### src/rtl/mml_pkg.sv
// Package for the music macro text parser: constants, codes, link types and
// the pitch lookup used by the sequencer.
// Depends on nothing.
`default_nettype none

package mml_pkg;

    // Number of octaves the text may address.
    localparam int OCTAVES = 7;
    localparam int OCT_W = (OCTAVES > 1) ? $clog2(OCTAVES) : 1;
    localparam logic [OCT_W-1:0] OCT_MAX = OCT_W'(OCTAVES - 1);
    localparam logic [OCT_W-1:0] OCT_RESET = (OCTAVES > 2) ? OCT_W'(2) : OCT_W'(OCTAVES - 1);
    localparam logic [6:0] NOTE_MAX = 7'(12 * OCTAVES - 1);

    // Field widths.
    localparam int NUM_W = 16;
    localparam int PITCH_W = 22;

    // Register reset values.
    localparam logic [15:0] BEAT_MS_RESET = 16'd600;
    localparam logic [15:0] WARN_PAUSE_RESET = 16'd500;

    // Configuration register indexes.
    localparam logic [0:0] REG_BEAT_MS = 1'b0;
    localparam logic [0:0] REG_WARN_PAUSE = 1'b1;

    // Event kinds.
    localparam logic [1:0] EV_NOTE = 2'd0;
    localparam logic [1:0] EV_REST = 2'd1;
    localparam logic [1:0] EV_WARN = 2'd2;

    // Character codes.
    localparam logic [7:0] CH_SPACE = 8'h20;
    localparam logic [7:0] CH_CR = 8'h0D;
    localparam logic [7:0] CH_LF = 8'h0A;
    localparam logic [7:0] CH_PLUS = 8'h2B;
    localparam logic [7:0] CH_MINUS = 8'h2D;
    localparam logic [7:0] CH_GT = 8'h3E;
    localparam logic [7:0] CH_LT = 8'h3C;
    localparam logic [7:0] CH_ZERO = 8'h30;
    localparam logic [7:0] CH_NINE = 8'h39;
    localparam logic [7:0] CH_UA = 8'h41;
    localparam logic [7:0] CH_UG = 8'h47;
    localparam logic [7:0] CH_LA = 8'h61;
    localparam logic [7:0] CH_LG = 8'h67;
    localparam logic [7:0] CH_UR = 8'h52;
    localparam logic [7:0] CH_LR = 8'h72;

    // Parse phase of the pending event.
    typedef enum logic [2:0] {
        PH_IDLE   = 3'b001,
        PH_DETUNE = 3'b010,
        PH_DIGITS = 3'b100
    } parse_phase_t;

    // Divider request and response.
    typedef struct packed {
        logic             start;
        logic [NUM_W-1:0] dividend;
        logic [NUM_W-1:0] divisor;
    } div_req_t;

    typedef struct packed {
        logic             done;
        logic [NUM_W-1:0] quotient;
    } div_rsp_t;

    // Semitone offset of a note letter within its octave (a b c d e f g).
    function automatic logic [3:0] note_offset(input logic [2:0] letter);
        logic [3:0] off;
        case (letter)
            3'd0:    off = 4'd9;
            3'd1:    off = 4'd11;
            3'd2:    off = 4'd0;
            3'd3:    off = 4'd2;
            3'd4:    off = 4'd4;
            3'd5:    off = 4'd5;
            3'd6:    off = 4'd7;
            default: off = 4'd0;
        endcase
        return off;
    endfunction

    // Lowest octave frequencies in Hz, Q16.
    function automatic logic [22:0] base_q16(input logic [3:0] semi);
        logic [22:0] b;
        case (semi)
            4'd0:    b = 23'd4286054;
            4'd1:    b = 23'd4540917;
            4'd2:    b = 23'd4810933;
            4'd3:    b = 23'd5097006;
            4'd4:    b = 23'd5400090;
            4'd5:    b = 23'd5721196;
            4'd6:    b = 23'd6061396;
            4'd7:    b = 23'd6421826;
            4'd8:    b = 23'd6803688;
            4'd9:    b = 23'd7208255;
            4'd10:   b = 23'd7636881;
            4'd11:   b = 23'd8090993;
            default: b = 23'd0;
        endcase
        return b;
    endfunction

    // Pitch of a semitone index in Hz Q8, rounded and saturated.
    function automatic logic [PITCH_W-1:0] pitch_of(input logic [6:0] idx);
        int          oct;
        logic [6:0]  semi;
        logic [35:0] v;
        oct = 0;
        for (int k = 1; k < OCTAVES; k++) begin
            if (idx >= 7'(12 * k)) begin
                oct = k;
            end
        end
        semi = idx - 7'(12 * oct);
        v = ((36'(base_q16(semi[3:0])) << oct) + 36'd128) >> 8;
        if (v > 36'(22'h3FFFFF)) begin
            v = 36'(22'h3FFFFF);
        end
        return v[PITCH_W-1:0];
    endfunction

endpackage

`default_nettype wire

### src/rtl/mml_note_stream_parser.sv
// Top level of the music macro text parser: input decode, parse state,
// event sequencing and the output register.
// Depends on mml_pkg and mml_div.
`default_nettype none

// One text byte is taken per input beat. Bytes that only change the parse
// state (octave marks, detune signs, length digits, blanks) give no result
// and leave the input ready. A byte that closes a pending note or rest
// starts the shared 16-step divider for the duration; the event is offered
// once the divider is done, followed by a warning when the byte also gives
// one. A warning alone is offered in the cycle after the beat. The input is
// not ready after the accepting beat until the last result of that byte has
// been taken; the divider and the output handshake set the length of the
// busy window.
module mml_note_stream_parser
    import mml_pkg::*;
(
    input  wire logic        aclk,
    input  wire logic        aresetn,
    // Configuration write port.
    input  wire logic        cfg_we,
    input  wire logic [0:0]  cfg_index,
    input  wire logic [15:0] cfg_wdata,
    // Text input.
    input  wire logic        s_tvalid,
    output logic             s_tready,
    input  wire logic [7:0]  s_tdata,   // [7:0] char_code
    input  wire logic        s_tlast,   // text_end
    // Event output.
    output logic             m_tvalid,
    input  wire logic        m_tready,
    // [6:0] note_index, [28:7] pitch_q8, [44:29] length_divider,
    // [60:45] duration_ms, [68:61] unknown_char, [71:69] zero
    output logic [71:0]      m_tdata,
    output logic [1:0]       m_tuser,   // [1:0] event_kind
    output logic             m_tlast    // last_of_run
);

    typedef enum logic [2:0] {
        ST_IDLE = 3'b001,
        ST_DIV  = 3'b010,
        ST_SEND = 3'b100
    } seq_state_t;

    seq_state_t        state_reg, state_next;
    parse_phase_t      phase_reg, phase_next;
    logic [OCT_W-1:0]  oct_reg, oct_next;
    logic              is_rest_reg, is_rest_next;
    logic [6:0]        note_reg, note_next;
    logic [NUM_W-1:0]  acc_reg, acc_next;
    logic              digits_reg, digits_next;
    logic              warn_pend_reg, warn_pend_next;
    logic [7:0]        warn_char_reg, warn_char_next;
    logic [15:0]       beat_ms_reg;
    logic [15:0]       warn_pause_reg;

    // Output payload.
    logic [1:0]        out_kind_reg, out_kind_next;
    logic [6:0]        out_note_reg, out_note_next;
    logic [PITCH_W-1:0] out_pitch_reg, out_pitch_next;
    logic [NUM_W-1:0]  out_div_reg, out_div_next;
    logic [15:0]       out_dur_reg, out_dur_next;
    logic [7:0]        out_char_reg, out_char_next;
    logic              out_last_reg, out_last_next;

    logic       accept;
    logic [7:0] ch;
    logic       is_digit, is_sign, is_blank, is_up, is_down;
    logic       is_upper_note, is_lower_note, is_rest_ch;
    logic [2:0] letter;
    logic [19:0] acc_mul;
    logic [NUM_W-1:0] flush_div;
    logic [6:0] new_note;
    div_req_t   div_req;
    div_rsp_t   div_rsp;

    assign accept   = s_tvalid && s_tready;
    assign s_tready = (state_reg == ST_IDLE);
    assign m_tvalid = (state_reg == ST_SEND);
    assign ch       = s_tdata;

    // Character classes.
    assign is_digit      = (ch >= CH_ZERO) && (ch <= CH_NINE);
    assign is_sign       = (ch == CH_PLUS) || (ch == CH_MINUS);
    assign is_blank      = (ch == CH_SPACE) || (ch == CH_CR) || (ch == CH_LF);
    assign is_up         = (ch == CH_GT);
    assign is_down       = (ch == CH_LT);
    assign is_upper_note = (ch >= CH_UA) && (ch <= CH_UG);
    assign is_lower_note = (ch >= CH_LA) && (ch <= CH_LG);
    assign is_rest_ch    = (ch == CH_UR) || (ch == CH_LR);
    assign letter        = is_upper_note ? 3'(ch - CH_UA) : 3'(ch - CH_LA);

    // Length digit accumulation: acc * 10 + digit.
    assign acc_mul = {1'b0, acc_reg, 3'b000} + {3'b000, acc_reg, 1'b0}
                   + {16'd0, 4'(ch - CH_ZERO)};

    // Divider of the event being closed: 1 when absent or zero.
    assign flush_div = (!digits_reg || (acc_reg == '0)) ? NUM_W'(1) : acc_reg;

    // Note opened by a letter at the current octave.
    assign new_note = 7'({oct_reg, 3'b000}) + 7'({oct_reg, 2'b00})
                    + {3'b000, note_offset(letter)};

    // Parse and sequencing logic.
    always_comb begin
        state_next     = state_reg;
        phase_next     = phase_reg;
        oct_next       = oct_reg;
        is_rest_next   = is_rest_reg;
        note_next      = note_reg;
        acc_next       = acc_reg;
        digits_next    = digits_reg;
        warn_pend_next = warn_pend_reg;
        warn_char_next = warn_char_reg;
        out_kind_next  = out_kind_reg;
        out_note_next  = out_note_reg;
        out_pitch_next = out_pitch_reg;
        out_div_next   = out_div_reg;
        out_dur_next   = out_dur_reg;
        out_char_next  = out_char_reg;
        out_last_next  = out_last_reg;
        div_req.start    = 1'b0;
        div_req.dividend = beat_ms_reg;
        div_req.divisor  = flush_div;

        unique case (state_reg)
            ST_IDLE: begin
                if (accept) begin
                    if (!s_tlast && (phase_reg == PH_DETUNE) && is_sign) begin
                        // Detune the pending note.
                        if (ch == CH_PLUS) begin
                            if (note_reg < NOTE_MAX) begin
                                note_next = note_reg + 7'd1;
                            end
                        end else if (note_reg > 7'd0) begin
                            note_next = note_reg - 7'd1;
                        end
                    end else if (!s_tlast && (phase_reg != PH_IDLE) && is_digit) begin
                        // Extend the length number, saturating.
                        acc_next    = (acc_mul > 20'hFFFF) ? 16'hFFFF : acc_mul[15:0];
                        digits_next = 1'b1;
                        phase_next  = PH_DIGITS;
                    end else begin
                        // Close the pending event into the output register.
                        if (phase_reg != PH_IDLE) begin
                            out_kind_next  = is_rest_reg ? EV_REST : EV_NOTE;
                            out_note_next  = is_rest_reg ? 7'd0 : note_reg;
                            out_pitch_next = is_rest_reg ? '0 : pitch_of(note_reg);
                            out_div_next   = flush_div;
                            out_char_next  = 8'd0;
                            out_last_next  = 1'b1;
                            div_req.start  = 1'b1;
                            state_next     = ST_DIV;
                            phase_next     = PH_IDLE;
                            is_rest_next   = 1'b0;
                            note_next      = 7'd0;
                            acc_next       = '0;
                            digits_next    = 1'b0;
                        end
                        // Act on the byte itself.
                        if (!s_tlast) begin
                            if (is_blank) begin
                                // Skipped.
                            end else if (is_up) begin
                                if (oct_reg < OCT_MAX) begin
                                    oct_next = oct_reg + OCT_W'(1);
                                end
                            end else if (is_down) begin
                                if (oct_reg > '0) begin
                                    oct_next = oct_reg - OCT_W'(1);
                                end
                            end else if (is_upper_note || is_lower_note) begin
                                note_next    = new_note;
                                is_rest_next = 1'b0;
                                acc_next     = '0;
                                digits_next  = 1'b0;
                                phase_next   = PH_DETUNE;
                            end else if (is_rest_ch) begin
                                note_next    = 7'd0;
                                is_rest_next = 1'b1;
                                acc_next     = '0;
                                digits_next  = 1'b0;
                                phase_next   = PH_DIGITS;
                            end else if (phase_reg != PH_IDLE) begin
                                // Warning follows the closed event.
                                out_last_next  = 1'b0;
                                warn_pend_next = 1'b1;
                                warn_char_next = ch;
                            end else begin
                                // Warning alone.
                                out_kind_next  = EV_WARN;
                                out_note_next  = 7'd0;
                                out_pitch_next = '0;
                                out_div_next   = NUM_W'(1);
                                out_dur_next   = warn_pause_reg;
                                out_char_next  = ch;
                                out_last_next  = 1'b1;
                                state_next     = ST_SEND;
                            end
                        end
                    end
                end
            end
            ST_DIV: begin
                if (div_rsp.done) begin
                    out_dur_next = div_rsp.quotient;
                    state_next   = ST_SEND;
                end
            end
            ST_SEND: begin
                if (m_tready) begin
                    if (warn_pend_reg) begin
                        out_kind_next  = EV_WARN;
                        out_note_next  = 7'd0;
                        out_pitch_next = '0;
                        out_div_next   = NUM_W'(1);
                        out_dur_next   = warn_pause_reg;
                        out_char_next  = warn_char_reg;
                        out_last_next  = 1'b1;
                        warn_pend_next = 1'b0;
                    end else begin
                        state_next = ST_IDLE;
                    end
                end
            end
            default: begin
                state_next = ST_IDLE;
            end
        endcase
    end

    // Control and parse state.
    always_ff @(posedge aclk) begin
        if (!aresetn) begin
            state_reg     <= ST_IDLE;
            phase_reg     <= PH_IDLE;
            oct_reg       <= OCT_RESET;
            is_rest_reg   <= 1'b0;
            note_reg      <= 7'd0;
            acc_reg       <= '0;
            digits_reg    <= 1'b0;
            warn_pend_reg <= 1'b0;
        end else begin
            state_reg     <= state_next;
            phase_reg     <= phase_next;
            oct_reg       <= oct_next;
            is_rest_reg   <= is_rest_next;
            note_reg      <= note_next;
            acc_reg       <= acc_next;
            digits_reg    <= digits_next;
            warn_pend_reg <= warn_pend_next;
        end
    end

    // Configuration registers.
    always_ff @(posedge aclk) begin
        if (!aresetn) begin
            beat_ms_reg    <= BEAT_MS_RESET;
            warn_pause_reg <= WARN_PAUSE_RESET;
        end else if (cfg_we) begin
            unique case (cfg_index)
                REG_BEAT_MS:    beat_ms_reg    <= cfg_wdata;
                REG_WARN_PAUSE: warn_pause_reg <= cfg_wdata;
                default:        ;
            endcase
        end
    end

    // Output payload and held warning byte.
    always_ff @(posedge aclk) begin
        warn_char_reg <= warn_char_next;
        out_kind_reg  <= out_kind_next;
        out_note_reg  <= out_note_next;
        out_pitch_reg <= out_pitch_next;
        out_div_reg   <= out_div_next;
        out_dur_reg   <= out_dur_next;
        out_char_reg  <= out_char_next;
        out_last_reg  <= out_last_next;
    end

    // Shared divider for event durations.
    mml_div u_div (
        .aclk    (aclk),
        .aresetn (aresetn),
        .req     (div_req),
        .rsp     (div_rsp)
    );

    assign m_tdata = {3'b000, out_char_reg, out_dur_reg, out_div_reg,
                      out_pitch_reg, out_note_reg};
    assign m_tuser = out_kind_reg;
    assign m_tlast = out_last_reg;

endmodule

`default_nettype wire

### src/rtl/mml_div.sv
// Shared restoring divider: one quotient bit per clock, 16 steps per divide.
// Depends on mml_pkg for the request and response types.
`default_nettype none

module mml_div
    import mml_pkg::*;
(
    input  wire logic     aclk,
    input  wire logic     aresetn,
    input  wire div_req_t req,
    output div_rsp_t      rsp
);

    localparam int CNT_W = $clog2(NUM_W + 1);

    logic             busy_reg, busy_next;
    logic             done_reg, done_next;
    logic [CNT_W-1:0] cnt_reg, cnt_next;
    logic [NUM_W-1:0] rem_reg, rem_next;
    logic [NUM_W-1:0] quo_reg, quo_next;
    logic [NUM_W-1:0] div_reg, div_next;
    logic [NUM_W:0]   shifted;
    logic [NUM_W:0]   diff;

    // One restoring step: shift in the next dividend bit, try to subtract.
    assign shifted = {rem_reg, quo_reg[NUM_W-1]};
    assign diff    = shifted - {1'b0, div_reg};

    always_comb begin
        busy_next = busy_reg;
        done_next = 1'b0;
        cnt_next  = cnt_reg;
        rem_next  = rem_reg;
        quo_next  = quo_reg;
        div_next  = div_reg;
        if (req.start) begin
            busy_next = 1'b1;
            cnt_next  = CNT_W'(NUM_W);
            rem_next  = '0;
            quo_next  = req.dividend;
            div_next  = req.divisor;
        end else if (busy_reg) begin
            if (!diff[NUM_W]) begin
                rem_next = diff[NUM_W-1:0];
                quo_next = {quo_reg[NUM_W-2:0], 1'b1};
            end else begin
                rem_next = shifted[NUM_W-1:0];
                quo_next = {quo_reg[NUM_W-2:0], 1'b0};
            end
            cnt_next = cnt_reg - CNT_W'(1);
            if (cnt_reg == CNT_W'(1)) begin
                busy_next = 1'b0;
                done_next = 1'b1;
            end
        end
    end

    // Control state.
    always_ff @(posedge aclk) begin
        if (!aresetn) begin
            busy_reg <= 1'b0;
            done_reg <= 1'b0;
            cnt_reg  <= '0;
        end else begin
            busy_reg <= busy_next;
            done_reg <= done_next;
            cnt_reg  <= cnt_next;
        end
    end

    // Datapath.
    always_ff @(posedge aclk) begin
        rem_reg <= rem_next;
        quo_reg <= quo_next;
        div_reg <= div_next;
    end

    assign rsp.done     = done_reg;
    assign rsp.quotient = quo_reg;

endmodule

`default_nettype wire

### config.mk
export PLATFORM = sky130hd
export DESIGN_NAME = mml_note_stream_parser
export DESIGN_NICKNAME = d
export VERILOG_FILES = /design/src/rtl/mml_pkg.sv /design/src/rtl/mml_note_stream_parser.sv /design/src/rtl/mml_div.sv
export SDC_FILE = /design/constraint.sdc
export NUM_CORES = 1
export LEC_CHECK = 0
export ABC_AREA = 0
export BUFFER_PORTS_ARGS = -buffer_cell sky130_fd_sc_hd__buf_2
export CAP_MARGIN = 20
export CORE_MARGIN = 1
export CORE_UTILIZATION = 55
export CTS_BUF_LIST = sky130_fd_sc_hd__clkbuf_16
export CTS_CLUSTER_DIAMETER = 50
export DETAILED_ROUTE_END_ITERATION = 10
export PLACE_DENSITY_LB_ADDON = 0.12
export SYNTH_ARGS = -nofsm -noshare
export SYNTH_HDL_FRONTEND = slang
export SYNTH_SLANG_ARGS = --single-unit
### constraint.sdc
create_clock -name aclk -period 12.3 [get_ports aclk]
set_input_delay 0 -clock aclk [delete_from_list [all_inputs] [get_ports aclk]]
set_output_delay 0 -clock aclk [all_outputs]
set_load 0.01 [all_outputs]
== Word level (Yosys, flattened, before mapping) ==
Memories as Yosys holds them, arrays and structs flattened.
Cells that the tools add are included.

* Register bits after elaboration: 202
* Bits in latches: 0
* Bits in writable memories: 0
* Bits in read-only memories: 368
* Bits of input ports: 31
* Output and inout bits: 77
* Logic and storage cells: 358
* Memories: 1

{| class="wikitable"
|+ Memory list
! name !! words !! bits a word !! rd ports !! clocked after memory_dff !! write ports !! line !! source
|-
| (no name shown) || 16 || 23 || 1 || 0 || 0 || mml_pkg.sv:87 || <nowiki>case (semi)</nowiki>
|}

* $add $sub $neg: 15
* $mul: 1
* Divide/modulo/power cells: 0
* Order comparisons: 18
* Eq/ne operators: 39
* Shift operators: 1
* Multiplexer cells: 211
* Bitwise logic cells: 11
* Reductions and logical operators: 36

{| class="wikitable"
|+ Operators by type and width
! cell !! number
|-
| $mux 16 || 39
|-
| $mux 22 || 15
|-
| $mux 32 || 10
|-
| $mux 7 || 26
|-
| $mux 23 || 5
|-
| $mux 8 || 13
|-
| $mux 3 || 27
|-
| $mux 1 || 51
|-
| $pmux 16 s3 || 1
|-
| $pmux 22 s2 || 1
|-
| $eq 8x6->1 const B || 5
|-
| $add 36x8->36 const B || 1
|-
| $shl 23x32->36 || 1
|-
| $mul 3x32->2 const A || 1
|-
| $pmux 16 s2 || 1
|-
| $gt 28x22->1 const B || 1
|-
| $mux 2 || 13
|-
| $pmux 4 s6 || 1
|-
| $ne 2x2->1 const B || 11
|-
| $ge 7x6->1 const B || 3
|-
| $add 19x17->20 || 1
|-
| $add 20x4->20 || 1
|-
| $gt 20x16->1 const B || 1
|-
| $sub 17x16->17 || 1
|-
| other kinds (54) || 102
|}

== Longest topological paths before layout ==
An unclocked memory read counts as a cell.

* Word-level depth: 37
* Gate-level depth with buffers: 23
* Depth with buffers taken out: 18

== Modules after synthesis ==
A second synthesis with hierarchy kept.

* Cell total of the unflattened synthesis: 1352
* Area, all modules: 12737.2 um^2

{| class="wikitable"
|+ By module, submodules not included
! module !! instances !! cells each !! area an instance (um^2) !! sequential area each (um^2)
|-
| mml_note_stream_parser || 1 || 1061 || 9676.8 || 3743.6
|-
| mml_div || 1 || 291 || 3060.4 || 1421.4
|}

== Worst setup path after synthesis ==
OpenSTA, ideal clock, no wires.

* Kind: reg2reg
* From: reg note_reg[5]
* To: reg out_pitch_reg[9], data pin
* Library setup time: 158 ps
* Data arrival time: 4754 ps
* Slack: 7388 ps
* Cell stages (with the launch flop): 23
* Path buffers: 4
* Period minus slack after synthesis: 4912 ps
* Cells stage by stage: dfxtp_1 > buf_2 > and2b_1 > a2bb2oi_1 > o21a_1 > inv_2 > buf_1 > buf_1 > ha_1 > inv_1 > clkbuf_1 > nor2_1 > a221oi_4 > nand2_1 > and2_1 > mux4_2 > inv_1 > ha_1 > inv_1 > nor2_1 > nand4_1 > or4_1 > o211ai_1

* Word-level cells in the longest chain between the ends: 37
* Elaborated cells between the ends (all ways): 42
* Classes of those cells: add/sub: 2; mul: 1; order compare: 7; shift: 1; mux: 30; memory: 1

{| class="wikitable"
|+ RTL lines
! what !! line !! source
|-
| start: declaration || mml_note_stream_parser.sv:49 || <nowiki>logic [6:0] note_reg, note_next;</nowiki>
|-
| start signal: assignment || mml_note_stream_parser.sv:248 || <nowiki>note_reg <= note_next;</nowiki>
|-
| $ge 7x4->1 || mml_pkg.sv:112 || <nowiki>if (idx >= 7'(12 * k)) begin</nowiki>
|-
| $mux 1 || mml_pkg.sv:112 ||
|-
| $mux 32 (4 in series) || mml_pkg.sv:112 ||
|-
| $mux 32 * || mml_pkg.sv:112 ||
|-
| $mux 32 * || mml_note_stream_parser.sv:145 || <nowiki>if (phase_reg != PH_IDLE) begin</nowiki>
|-
| $mux 32 * || mml_note_stream_parser.sv:138 || <nowiki>end else if (!s_tlast && (phase_reg != PH_IDLE) && is_digit) begin</nowiki>
|-
| $mux 32 * || mml_note_stream_parser.sv:129 || <nowiki>if (!s_tlast && (phase_reg == PH_DETUNE) && is_sign) begin</nowiki>
|-
| $mux 32 * || mml_note_stream_parser.sv:128 || <nowiki>if (accept) begin</nowiki>
|-
| [18 not listed] || - ||
|-
| $mux 22 || mml_note_stream_parser.sv:168 || <nowiki>end else if (is_down) begin</nowiki>
|-
| $mux 22 || mml_note_stream_parser.sv:164 || <nowiki>end else if (is_up) begin</nowiki>
|-
| $mux 22 || mml_note_stream_parser.sv:162 || <nowiki>if (is_blank) begin</nowiki>
|-
| $mux 22 * || mml_note_stream_parser.sv:161 || <nowiki>if (!s_tlast) begin</nowiki>
|-
| $mux 22 * || mml_note_stream_parser.sv:138 ||
|-
| $mux 22 * || mml_note_stream_parser.sv:129 ||
|-
| $mux 22 * || mml_note_stream_parser.sv:128 ||
|-
| $pmux 22 s2 * || mml_note_stream_parser.sv:126 || <nowiki>unique case (state_reg)</nowiki>
|-
| end signal: assignment || mml_note_stream_parser.sv:274 || <nowiki>out_pitch_reg <= out_pitch_next;</nowiki>
|-
| end: declaration || mml_note_stream_parser.sv:60 || <nowiki>logic [PITCH_W-1:0] out_pitch_reg, out_pitch_next;</nowiki>
|}

Every way passes the cells marked *; elsewhere a longest branch is shown, timed or not. The select of a mux whose other input is x is not followed.
A chain may end at the register's enable or synchronous reset.

== Final worst setup path ==
* From: reg note_reg[4]
* To: reg out_pitch_reg[9], data pin

Same word-level chain as after synthesis.

==> flow_summary_export.csv <==
group,metric,value,unit
drt,via_per_inst,5.99,
cts,numCtsBuffers,26,
drt,num_vias,10500,
critical_path,cp.required,12.68,ns
critical_path,worstPathArrival,6.16,ns
finish,drive_above_1_share,14.7,%
run_status,violations,"DRC",
yosys,yosys_warnings,0,
drt,drc_errors,17,
critical_path,ff2ff_setup_slack,6.52,ns
global_routing,grt_start_max_net_pins,58,
floorplanning,die_width,152,µm
finish,nNetsFinal,1567,
pwr,power,2.37,mW
timing,worst_slack,6.52,ns
critical_path,crit_path_end_kind,"flip-flop",
timing,setup_viol,0,
placement,io_buffers,104,
finish,mostFrequentLayoutCell,"nand2_1",
timing,min_period,5.78,ns
timing,finalHoldViolations,0,
yosys,async_reset_ff_share,0,%
critical_path,endpoint,"out_pitch_reg[9]",
critical_path,cp.depth,18,
floorplanning,die_y,152,µm
cts,root_buffer,"clkbuf_16",
critical_path,cpPeakStageDelay,0.85,ns
critical_path,path_buf_inv,5,
timing,finalClockSkew,0.0133,ns
global_routing,grt_pass1_wl,52.1,mm
critical_path,path_class,"reg -> reg",
placement,place.gp.congestion,0.926,
cts,clk_latency,0.54,ns
floorplanning,start_util,56.4,%
yosys,synth_area,0.0124,mm²
timing,grt_setup_unrepaired,"false",
timing,max_slew_margin,32.4,%
yosys,synth_edf_count,112,
finish,largest_register_ffs,22,
critical_path,rr_startpoint,"note_reg[4]",
critical_path,critPathTopFamily,"simple AND/OR/NAND/NOR gates",
cts,cts_tree,"yes",
critical_path,crit_fanout,32,
critical_path,path_cells,"and2b_1 -> a32oi_1 -> o21a_1 -> buf_4 -> inv_2 -> ha_1 -> inv_1 -> a221oi_4 -> nand2_1 -> and2_1 -> mux4_2 -> inv_1 -> ha_1 -> inv_1 -> nor2_1 -> nand4_1 -> or4_1 -> o211ai_1",
drt,first_pass_iters,8,
finish,area_delta_synth_final,15.0,%
global_routing,antenna_found_initial,0,
critical_path,worst_r2r_endpoint,"out_pitch_reg[9]",
placement,dp_hpwl,21.7,mm
cts,cts.sinks,202,
drt,wire_per_inst,18.4,µm
yosys,syn_avg_cell_area,9.09,µm²
placement,pre_cts_slack,6.56,ns
floorplanning,core-area,0.0220,mm²
worst_hold_path,min_path_type,"in -> reg",
timing,period_share,47.0,%
flow_run,cap_violations,0,
floorplanning,ios,108,
finish,mostFrequentLayoutCells,"nand2_1, edfxtp_1, buf_2",
floorplanning,dieArea,0.0231,mm²
global_routing,globalRouteTotalUtil,27.6,%
pwr,irDropWorstVdd,0.121,mV
critical_path,cp-start-kind,"flip-flop",
drt,wirelength,32.4,mm
drt,drtAntennaViolNets,0,
finish,diodes,0,
global_routing,grt_pass1_vias,9943,
finish,fillers,1783,
floorplanning,num_rows,54,
critical_path,ff2ff_path_depth,18,
yosys,ys_types,88,
cts,clkTransAtPathRegs,0.06,ns
pwr,powerDensity,166,mW/mm²
cts,h-tree-depth,1,
yosys,netlist_instances,1363,
yosys,yosysSeqAreaShare,41.7,%
critical_path,cp_slowest_cell,"ha_1",
placement,placed_cells,1681,
cts,cts_buffer_depth,3,
finish,fin_util,64.9,%
critical_path,cpMostUsedCell,"inv_1",
yosys,synthFlopType,"edfxtp_1",
timing,slew_viol_final,0,
global_routing,grt_overflow,0,
drt,drt_iter0_markers,841,
yosys,synth-seq-cells,202,
timing,fmax,173,MHz
timing,tightest_slew,1.01,ns
run_status,status,"finished, violations left",
critical_path,crit_start,"note_reg[4]",
pwr,p_leak,5.89,nW
timing,tns,0,ns
finish,final_cells,1759,
==> area by class of cell <==
| class | count | area [µm²] | area share [%] |
|---|---|---|---|
| clock buffers | 26 | 651 | 4.57 |
| clock inverters | 22 | 245 | 1.72 |
| inverters | 50 | 188 | 1.32 |
| multi-input cells | 1030 | 6710 | 47.1 |
| flip-flops and latches | 202 | 5160 | 36.3 |
| well taps | 280 | 350 | 2.46 |
| repair buffers | 149 | 931 | 6.54 |
==> worst min-delay path by stage <==
stage	endpoint	startpoint	cells past startpoint
floorplan	warn_char_reg[0]	s_tdata[0]	0
global placement	beat_ms_reg[9]	cfg_wdata[9]	3
detailed placement	beat_ms_reg[9]	cfg_wdata[9]	3
CTS	beat_ms_reg[0]	cfg_we	5
global route	beat_ms_reg[2]	cfg_we	5
finish	beat_ms_reg[0]	cfg_we	5
==> logic make-up after synthesis <==
logic type | synth area share (%)
AND/OR/NAND/NOR | 19.3
multiplexers | 3.19
AO/OA/AOI/OAI | 19.8
buffers and inverters | 4.36
XOR/XNOR | 3.32
flip-flops | 41.7
other | 0.0303
adder cells (fa/ha/maj) | 8.20
==> power breakdown <==
part	switching (mW)	internal (mW)	leakage (nW)
combinational	0.383	0.240	3.65
clock	0.321	0.461	0.453
sequential	0.0815	0.880	1.79
==> repair_timing <==
item | CTS | global route
buffers inserted | 0 | 0
gates resized for setup | 0 | 0
endpoints found under the hold margin | 48 | 0
hold buffers | 29 | 0
==> cells in the mapped netlist (all sizes together) (5+ instances only) <==
cell type | instances | area share [%]
a22oi | 49 | 3.0
o211ai | 11 | 0.71
a21boi | 23 | 1.4
dfxtp | 90 | 15
or3 | 5 | 0.25
clkbuf | 64 | 1.9
nand4 | 10 | 0.56
a21oi | 78 | 3.2
nor4 | 15 | 0.86
edfxtp | 112 | 27
nor2b | 20 | 1.1
a21o | 17 | 1.0
ha | 70 | 7.1
nand2b | 14 | 0.71
buf | 19 | 0.91
a32oi | 13 | 0.92
fa | 7 | 1.1
xor2 | 19 | 1.3
nor2 | 100 | 3.1
nor3b | 9 | 0.55
o311ai | 5 | 0.35
nor3 | 35 | 1.5
xnor2 | 28 | 2.0
nand2 | 214 | 6.5
and2 | 32 | 1.6
mux2 | 18 | 1.6
o21ai | 76 | 3.1
mux2i | 17 | 1.4
inv | 49 | 1.5
nand3 | 31 | 1.3
o21a | 13 | 0.79
a211oi | 20 | 1.5
a31oi | 5 | 0.37
o22ai | 9 | 0.45
==> metrics by stage <==
stage,hold WS [ns],cell area [µm²]
floorplan,0.0989,12400
global route,0.109,14200
global placement,0.232,13000
detailed placement,0.235,13000
finish,0.106,14200
CTS,0.0859,14200
==> metal layers <==
| metal | global-route usage [%] | vias up | wire [µm] |
|---|---|---|---|
| met4 | 6.37 | 0 | 537 |
| met5 | 0 | - | 0 |
| li1 | - | 5136 | - |
| met3 | 4.91 | 41 | 2260 |
| met1 | 39.2 | 5022 | 14800 |
| met2 | 43.8 | 344 | 14700 |
==> worst reg2reg max path, delay by kind of cell (launching register included) <==
kind	cells	cell delay, ns
simple gates	6	1.47
buf+inv	5	1.19
fa+ha+maj	2	1.03
compound gates	4	0.88
flops	1	0.57
mux	1	0.50
No activity file was read; power rests on OpenSTA's default activity.
